[config.mk]
export PLATFORM = sky130hd
export DESIGN_NAME = accumulator_cpu_8bit
export DESIGN_NICKNAME = d
export VERILOG_FILES = /design/src/acpu_pkg.sv /design/src/acpu_mem.sv /design/src/acpu_ctrl.sv /design/src/accumulator_cpu_8bit.sv
export SDC_FILE = /design/constraint.sdc
export NUM_CORES = 2
export LEC_CHECK = 0
export BUFFER_PORTS_ARGS = -buffer_cell sky130_fd_sc_hd__buf_4
export CAP_MARGIN = 20
export CORE_MARGIN = 3
export CORE_UTILIZATION = 40
export CTS_CLUSTER_DIAMETER = 80
export CTS_CLUSTER_SIZE = 40
export DETAILED_ROUTE_END_ITERATION = 16
export GPL_ROUTABILITY_DRIVEN = 0
export HOLD_SLACK_MARGIN = 0.02
export MAX_ROUTING_LAYER = met4
export PLACE_DENSITY = 0.68
export SYNTH_ARGS = -nofsm -noshare
export SYNTH_HDL_FRONTEND = slang
export SYNTH_SLANG_ARGS = --single-unit
[constraint.sdc]
create_clock -name i_clk -period 6.1 [get_ports i_clk]
set_input_delay 1.22 -clock i_clk [delete_from_list [all_inputs] [get_ports i_clk]]
set_output_delay 1.22 -clock i_clk [all_outputs]
set_load 0.005 [all_outputs]
[src/acpu_pkg.sv]
`timescale 1ns / 1ps
`default_nettype none

package acpu_pkg;

    localparam int P_MEM_DEPTH = 256;

    localparam logic [7:0] OP_STA = 8'd16;
    localparam logic [7:0] OP_LDA = 8'd32;
    localparam logic [7:0] OP_ADD = 8'd48;
    localparam logic [7:0] OP_OR  = 8'd64;
    localparam logic [7:0] OP_AND = 8'd80;
    localparam logic [7:0] OP_NOT = 8'd96;
    localparam logic [7:0] OP_JMP = 8'd128;
    localparam logic [7:0] OP_JN  = 8'd144;
    localparam logic [7:0] OP_JZ  = 8'd160;
    localparam logic [7:0] OP_OUT = 8'd172;
    localparam logic [7:0] OP_HLT = 8'd240;

    typedef enum logic [1:0] {
        FN_WRITE,
        FN_READ,
        FN_START,
        FN_EXEC
    } t_func;

    typedef enum logic [0:0] {
        CFG_START_ACC,
        CFG_START_PC
    } t_cfg_idx;

    typedef enum logic [2:0] {
        ST_IDLE,
        ST_OPC,
        ST_ARG,
        ST_EXE,
        ST_RDW,
        ST_FIN
    } t_state;

    typedef struct packed {
        logic [1:0] func;
        logic [7:0] addr;
        logic [7:0] wdata;
    } t_in;

    typedef struct packed {
        logic [7:0] rdata;
        logic       out_valid;
        logic [7:0] out_char;
        logic       halted;
        logic [7:0] acc_now;
        logic [7:0] pc_now;
        logic       neg_flag;
        logic       zero_flag;
    } t_out;

    typedef struct packed {
        logic       en;
        logic       we;
        logic [7:0] addr;
        logic [7:0] wdata;
    } t_mem_req;

endpackage

`default_nettype wire

[src/acpu_mem.sv]
`timescale 1ns / 1ps
`default_nettype none

module acpu_mem
    import acpu_pkg::*;
#(
    parameter int MEM_DEPTH = P_MEM_DEPTH
) (
    input  wire logic       i_clk,
    input  wire logic       i_rst_n,
    input  wire t_mem_req   i_req,
    output logic [7:0]      o_rdata
);

    localparam int AW = (MEM_DEPTH > 1) ? $clog2(MEM_DEPTH) : 1;

    logic [7:0]           r_mem [MEM_DEPTH];
    logic [MEM_DEPTH-1:0] r_valid;
    logic [7:0]           r_rdata;
    logic                 r_hit;
    logic                 w_in_range;
    logic [AW-1:0]        w_idx;
    logic                 w_wr;
    logic                 w_rd;

    // Entries never written since reset read as zero through the valid bits.
    assign w_in_range = ({1'b0, i_req.addr} < 9'(MEM_DEPTH));
    assign w_idx      = i_req.addr[AW-1:0];
    assign w_wr       = i_req.en && i_req.we && w_in_range;
    assign w_rd       = i_req.en && !i_req.we;

    always_ff @(posedge i_clk) begin
        if (w_wr) begin
            r_mem[w_idx] <= i_req.wdata;
        end
        if (w_rd) begin
            r_rdata <= r_mem[w_idx];
        end
    end

    always_ff @(posedge i_clk) begin
        if (!i_rst_n) begin
            r_valid <= '0;
            r_hit   <= 1'b0;
        end else begin
            if (w_wr) begin
                r_valid[w_idx] <= 1'b1;
            end
            if (w_rd) begin
                r_hit <= w_in_range && r_valid[w_idx];
            end
        end
    end

    assign o_rdata = r_hit ? r_rdata : 8'd0;

endmodule

`default_nettype wire

[src/acpu_ctrl.sv]
`timescale 1ns / 1ps
`default_nettype none

module acpu_ctrl
    import acpu_pkg::*;
(
    input  wire logic       i_clk,
    input  wire logic       i_rst_n,
    input  wire logic       i_valid,
    output logic            o_ready,
    input  wire t_in        i_in,
    input  wire logic       i_slot_free,
    output logic            o_emit,
    output t_out            o_res,
    output t_mem_req        o_mem_req,
    input  wire logic [7:0] i_mem_rdata,
    input  wire logic       i_cfg_we,
    input  wire logic [0:0] i_cfg_idx,
    input  wire logic [7:0] i_cfg_wdata
);

    t_state     r_state;
    t_state     n_state;
    logic [7:0] r_acc;
    logic [7:0] r_pc;
    logic       r_halt;
    logic [7:0] r_op;
    logic [7:0] r_arg;
    logic [7:0] r_rdata;
    logic       r_outv;
    logic [7:0] r_ch;
    logic [7:0] r_start_acc;
    logic [7:0] r_start_pc;
    logic [7:0] n_acc;
    logic [7:0] n_pc;
    logic       n_halt;
    logic       n_outv;
    logic       w_take;
    logic       w_acc;
    logic [7:0] w_pc1;
    logic [7:0] w_pc2;

    assign w_take = (r_state == ST_IDLE) || ((r_state == ST_FIN) && i_slot_free);
    assign w_acc  = i_valid && w_take;
    assign w_pc1  = r_pc + 8'd1;
    assign w_pc2  = r_pc + 8'd2;

    always_comb begin
        n_state = r_state;
        case (r_state)
            ST_IDLE, ST_FIN: begin
                if (r_state == ST_FIN && i_slot_free) begin
                    n_state = ST_IDLE;
                end
                if (w_acc) begin
                    case (i_in.func)
                        FN_WRITE: n_state = ST_FIN;
                        FN_READ:  n_state = ST_RDW;
                        FN_START: n_state = ST_FIN;
                        FN_EXEC:  n_state = r_halt ? ST_FIN : ST_OPC;
                        default:  n_state = ST_FIN;
                    endcase
                end
            end
            ST_OPC:  n_state = ST_ARG;
            ST_ARG:  n_state = ST_EXE;
            ST_EXE:  n_state = ST_FIN;
            ST_RDW:  n_state = ST_FIN;
            default: n_state = ST_IDLE;
        endcase
    end

    always_comb begin
        o_ready   = w_take;
        o_emit    = (r_state == ST_FIN) && i_slot_free;
        o_mem_req = '0;
        case (r_state)
            ST_IDLE, ST_FIN: begin
                if (w_acc) begin
                    case (i_in.func)
                        FN_WRITE: begin
                            o_mem_req.en    = 1'b1;
                            o_mem_req.we    = 1'b1;
                            o_mem_req.addr  = i_in.addr;
                            o_mem_req.wdata = i_in.wdata;
                        end
                        FN_READ: begin
                            o_mem_req.en   = 1'b1;
                            o_mem_req.addr = i_in.addr;
                        end
                        FN_EXEC: begin
                            o_mem_req.en   = !r_halt;
                            o_mem_req.addr = r_pc;
                        end
                        default: o_mem_req = '0;
                    endcase
                end
            end
            ST_OPC: begin
                o_mem_req.en   = 1'b1;
                o_mem_req.addr = w_pc1;
            end
            ST_ARG: begin
                case (r_op)
                    OP_STA: begin
                        o_mem_req.en    = 1'b1;
                        o_mem_req.we    = 1'b1;
                        o_mem_req.addr  = i_mem_rdata;
                        o_mem_req.wdata = r_acc;
                    end
                    OP_LDA, OP_ADD, OP_OR, OP_AND: begin
                        o_mem_req.en   = 1'b1;
                        o_mem_req.addr = i_mem_rdata;
                    end
                    default: o_mem_req = '0;
                endcase
            end
            default: o_mem_req = '0;
        endcase
    end

    // Instruction effect; in the execute state the memory port holds the operand data.
    always_comb begin
        n_acc  = r_acc;
        n_pc   = w_pc2;
        n_halt = r_halt;
        n_outv = 1'b0;
        case (r_op)
            OP_STA: n_pc = w_pc2;
            OP_LDA: n_acc = i_mem_rdata;
            OP_ADD: n_acc = r_acc + i_mem_rdata;
            OP_OR:  n_acc = r_acc | i_mem_rdata;
            OP_AND: n_acc = r_acc & i_mem_rdata;
            OP_NOT: begin
                n_acc = ~r_acc;
                n_pc  = w_pc1;
            end
            OP_JMP: n_pc = r_arg;
            OP_JN:  n_pc = r_acc[7] ? r_arg : w_pc2;
            OP_JZ:  n_pc = (r_acc == 8'd0) ? r_arg : w_pc2;
            OP_OUT: begin
                n_outv = 1'b1;
                n_pc   = w_pc1;
            end
            OP_HLT: begin
                n_halt = 1'b1;
                n_pc   = w_pc1;
            end
            default: n_pc = w_pc1;
        endcase
    end

    always_ff @(posedge i_clk) begin
        if (!i_rst_n) begin
            r_state     <= ST_IDLE;
            r_acc       <= 8'd0;
            r_pc        <= 8'd0;
            r_halt      <= 1'b0;
            r_rdata     <= 8'd0;
            r_outv      <= 1'b0;
            r_ch        <= 8'd0;
            r_start_acc <= 8'd0;
            r_start_pc  <= 8'd0;
        end else begin
            r_state <= n_state;
            if (i_cfg_we) begin
                case (i_cfg_idx)
                    CFG_START_ACC: r_start_acc <= i_cfg_wdata;
                    CFG_START_PC:  r_start_pc  <= i_cfg_wdata;
                    default:       r_start_acc <= r_start_acc;
                endcase
            end
            if (w_acc) begin
                r_rdata <= 8'd0;
                r_outv  <= 1'b0;
                r_ch    <= 8'd0;
                if (i_in.func == FN_START) begin
                    r_acc  <= r_start_acc;
                    r_pc   <= r_start_pc;
                    r_halt <= 1'b0;
                end
            end
            case (r_state)
                ST_EXE: begin
                    r_acc  <= n_acc;
                    r_pc   <= n_pc;
                    r_halt <= n_halt;
                    r_outv <= n_outv;
                    r_ch   <= n_outv ? n_acc : 8'd0;
                end
                ST_RDW:  r_rdata <= i_mem_rdata;
                default: ;
            endcase
        end
    end

    always_ff @(posedge i_clk) begin
        if (r_state == ST_OPC) begin
            r_op <= i_mem_rdata;
        end
        if (r_state == ST_ARG) begin
            r_arg <= i_mem_rdata;
        end
    end

    always_comb begin
        o_res.rdata     = r_rdata;
        o_res.out_valid = r_outv;
        o_res.out_char  = r_ch;
        o_res.halted    = r_halt;
        o_res.acc_now   = r_acc;
        o_res.pc_now    = r_pc;
        o_res.neg_flag  = r_acc[7];
        o_res.zero_flag = (r_acc == 8'd0);
    end

endmodule

`default_nettype wire

[src/accumulator_cpu_8bit.sv]
`timescale 1ns / 1ps
`default_nettype none

// Channel   Direction  Handshake           Beat
// input     in         i_valid / o_ready   t_in  (func, addr, wdata)
// result    out        o_valid / i_ready   t_out (rdata ... zero_flag)
// config    in         i_cfg_we            i_cfg_idx, i_cfg_wdata
//
// An execute beat does opcode fetch, operand fetch and data access over the single memory
// port; the finishing state accepts the next beat once the result slot is free.
// Write, start and halted execute beats go straight to finishing; reads pass read-wait.
// Reset is synchronous; the memory reads as zero at every address after reset.
// A result waits in the output register; the block can accept the next beat but not finish it.

module accumulator_cpu_8bit
    import acpu_pkg::*;
#(
    parameter int MEM_DEPTH = P_MEM_DEPTH
) (
    input  wire logic       i_clk,
    input  wire logic       i_rst_n,
    input  wire logic       i_valid,
    output logic            o_ready,
    input  wire t_in        i_in,
    output logic            o_valid,
    input  wire logic       i_ready,
    output t_out            o_data,
    input  wire logic       i_cfg_we,
    input  wire logic [0:0] i_cfg_idx,
    input  wire logic [7:0] i_cfg_wdata
);

    t_mem_req   w_mem_req;
    logic [7:0] w_mem_rdata;
    logic       w_emit;
    t_out       w_res;
    logic       w_slot_free;
    logic       r_ovalid;
    t_out       r_out;

    assign w_slot_free = !r_ovalid || i_ready;

    acpu_mem #(
        .MEM_DEPTH(MEM_DEPTH)
    ) u_mem (
        .i_clk  (i_clk),
        .i_rst_n(i_rst_n),
        .i_req  (w_mem_req),
        .o_rdata(w_mem_rdata)
    );

    acpu_ctrl u_ctrl (
        .i_clk      (i_clk),
        .i_rst_n    (i_rst_n),
        .i_valid    (i_valid),
        .o_ready    (o_ready),
        .i_in       (i_in),
        .i_slot_free(w_slot_free),
        .o_emit     (w_emit),
        .o_res      (w_res),
        .o_mem_req  (w_mem_req),
        .i_mem_rdata(w_mem_rdata),
        .i_cfg_we   (i_cfg_we),
        .i_cfg_idx  (i_cfg_idx),
        .i_cfg_wdata(i_cfg_wdata)
    );

    always_ff @(posedge i_clk) begin
        if (!i_rst_n) begin
            r_ovalid <= 1'b0;
        end else if (w_emit) begin
            r_ovalid <= 1'b1;
        end else if (i_ready) begin
            r_ovalid <= 1'b0;
        end
    end

    always_ff @(posedge i_clk) begin
        if (w_emit) begin
            r_out <= w_res;
        end
    end

    assign o_valid = r_ovalid;
    assign o_data  = r_out;

endmodule

`default_nettype wire

==> results.json <==
{
  "outcome": "finished, final reports clean",
  "worst_pin_slew_ns": 1.14,
  "dr_wl_met2_mm": 114,
  "vias_per_cell": 5.97,
  "root_buffer": "clkbuf_16",
  "postRouteAntennaNets": 0,
  "wirelength_mm": 247,
  "cp.arrival_ns": 6.14,
  "synth_edf_count": 2107,
  "async_flop_share_pct": 0,
  "drv_cap": 0,
  "cts_setup_buffers": 0,
  "startpoint_type": "flop",
  "slowest_delay_ns": 0.83,
  "hold_viol_final": 0,
  "p_sw_mw": 11.3,
  "synth_area_leaders": "edfxtp_1, mux4_2, dfxtp_1",
  "drc": 0,
  "endpoint_kind": "flop",
  "die_area_um2": 239000,
  "drive_gt1_share_pct": 22.4,
  "fmax_mhz": 179,
  "antenna_found_initial": 6,
  "path_cells": "nor3_1 > a2111oi_4 > nand3_2 > and2_4 > buf_12 > buf_4 > mux4_2 > a22o_1 > a221oi_1 > o21ai_0 > nor4_1 > buf_4 > nor4_1",
  "io_pins": 70,
  "switching_share_pct": 30.2,
  "critical_path.max_fanout": 21,
  "routedWlPerCell_um": 28.5,
  "place_ws_ns": 0.329,
  "timing.setup.tns_ns": 0,
  "synthCells": 5253,
  "yosys.area.top_type": "edfxtp_1",
  "dr.max_layer_used": "met4",
  "criticalPathCategory": "flop to flop",
  "cts_buffers": 105,
  "ctsHoldBuffers": 0,
  "grt-ovfl-total": 0,
  "dr.pass1.iters": 8,
  "vias": 51767,
  "portBuffers": 69,
  "num_rows": 176,
  "ys.flop_type": "edfxtp_1",
  "power_leakage_nw": 33.0,
  "dp.final_hpwl_mm": 158,
  "drtIter0Drc": 7330,
  "cts_tree": "done",
  "synth_top_area_share_pct": 67.8,
  "track_usage_pct": 20.9,
  "worstSkewPairLatency_ns": 0.82,
  "final_cell_mix": "edfxtp_1, nor2_1, mux4_2",
  "setup_slack_ns": 0.498,
  "final_common_cell": "edfxtp_1",
  "synth_warnings": 0,
  "dr_wl_met3_mm": 26.4,
  "holdCritPathClass": "flop to flop",
  "crit_path_top_delay_cell": "edfxtp_1",
  "pwr-share-seq_pct": 49.2,
  "core_area_um2": 231000,
  "wl_met1_mm": 97.5,
  "period_share_pct": 91.8,
  "rsz0062_at_grt": "false",
  "slew_viol_final": 0,
  "synthDistinctLibCells": 71,
  "cts.clk_slew.worst_paths_ns": 0.13,
  "nNetsFinal": 5598,
  "internal-power_mw": 26.0,
  "clock_path_buffers": 3,
  "cts-htree-levels": 3,
  "cts_resized": 0,
  "relSlewSlack_pct": 23.1,
  "required_ns": 6.64,
  "syn_nets": 5304,
  "start_util_pct": 40.4,
  "p_clk_share_pct": 26.3,
  "synth_area_um2": 93400,
  "dieWidth_um": 489,
  "grt_start_max_net_pins": 161,
  "die_h_um": 489,
  "setup_violations": 0,
  "pwr-share-comb_pct": 24.5,
  "synth_seq_area_share_pct": 74.4,
  "grt_pass1_wl_mm": 357,
  "post-route-min-period_ns": 5.60,
  "cts.sinks": 2418,
  "clock_skew_ns": 0.0827,
  "avgSynthCellArea_um2": 17.8,
  "powerDensity_nw_per_um2": 357,
  "worst_ir_drop_vdd_v": 0.000334,
  "ys_ff_latch": 2418,
  "grt_pass1_vias": 49906,
  "syn2layout_area_growth_pct": 11.9
}
-- cell type report --
type | instances | area (um2)
sequential | 2418 | 69500
multi-input combinational | 2485 | 22400
clock buffer | 111 | 2720
timing repair buffer | 509 | 4410
clock inverter | 89 | 1540
antenna | 5 | 12.5
tap | 3026 | 3790
fill | 19336 | 127000
inverter | 28 | 113
-- synth_stat cells, drive strengths merged, types with 11 or more instances --
library cell	n
a211oi	28
a21oi	198
a221oi	19
a22o	17
a22oi	255
a311oi	12
a31oi	26
and3	26
buf	133
clkbuf	189
dfxtp	311
edfxtp	2107
ha	18
inv	28
mux2i	47
mux4	524
nand2	185
nand3	42
nor2	826
nor2b	11
nor3	14
nor4	32
o21a	26
o21ai	43
o22ai	21
or4	11
-- critical path, delay by kind of cell, from the launching register on --
kind | cells | cell delay [ns]
and+or+nand+nor | 5 | 1.86
AOI/OAI and AO/OA | 4 | 1.53
DFF | 1 | 0.83
buffers and inverters | 3 | 0.67
muxes | 1 | 0.43
-- flip-flops by register name, summed over array words and instances (netlist names), 3 cells and up --
register            count
o_data                 35
u_ctrl.r_acc            8
u_ctrl.r_arg            8
u_ctrl.r_ch             8
u_ctrl.r_op             8
u_ctrl.r_pc             8
u_ctrl.r_rdata          8
u_ctrl.r_start_acc      8
u_ctrl.r_start_pc       8
u_ctrl.r_state          3
u_mem.r_mem          2048
u_mem.r_rdata           8
u_mem.r_valid         256
-- routing by layer --
metal / global-route usage, % / vias up
met5: - / -
met4: 6.89 / 0
met3: 4.66 / 417
met2: 31.1 / 2904
met1: 28.7 / 27064
li1: - / 21382
-- power by group through the flow --
stage | Clock, mW | Sequential, mW | Combinational [mW]
2_1_floorplan | 0 | 18.7 | 6.18
3_3_place_gp | 0 | 18.7 | 9.05
3_5_place_dp | 0 | 18.7 | 9.11
4_1_cts | 9.96 | 18.3 | 9.14
5_1_grt | 10.5 | 18.4 | 9.59
6_report | 9.83 | 18.3 | 9.14
-- path summary, 6_finish.rpt --
check                 start                to  slack (ns)  depth (start not counted)
min          u_ctrl.r_ch[2]        o_data[21]        0.42                          0
min reg2reg  u_ctrl.r_ch[2]        o_data[21]        0.42                          0
max          u_ctrl.r_op[5]  u_mem.r_rdata[7]        0.50                         13
max reg2reg  u_ctrl.r_op[5]  u_mem.r_rdata[7]        0.50                         13
-- cell families (layout without fill, tap and decap cells) --
group / count (synthesis) / in the layout / share of synthesized area, %
and+or+nand+nor: 1175 / 1175 / 5.12
DFF: 2418 / 2418 / 74.4
muxes: 573 / 573 / 13.2
other: 0 / 5 / 0
xor gates and xnor gates: 15 / 15 / 0.141
AOI/OAI and AO/OA: 703 / 703 / 5.11
adders and majority gates: 19 / 19 / 0.263
buffers and inverters: 350 / 737 / 1.75
-- stage by stage --
step                      cells  total power, mW  hold slack, ns  util [%]  area [um2]
final                      8671             37.3           0.422      45.2      104000
after CTS                  8664             37.4           0.435      45.2      104000
after detailed placement   8464             27.8           0.419      43.4      100000
after global placement     8464             27.8           0.419      43.4      100000
after global routing       8669             38.5           0.435      45.2      104000
after floorplan            5253             24.8           0.406         -       93400
No activity file was read; power rests on OpenSTA's default activity.
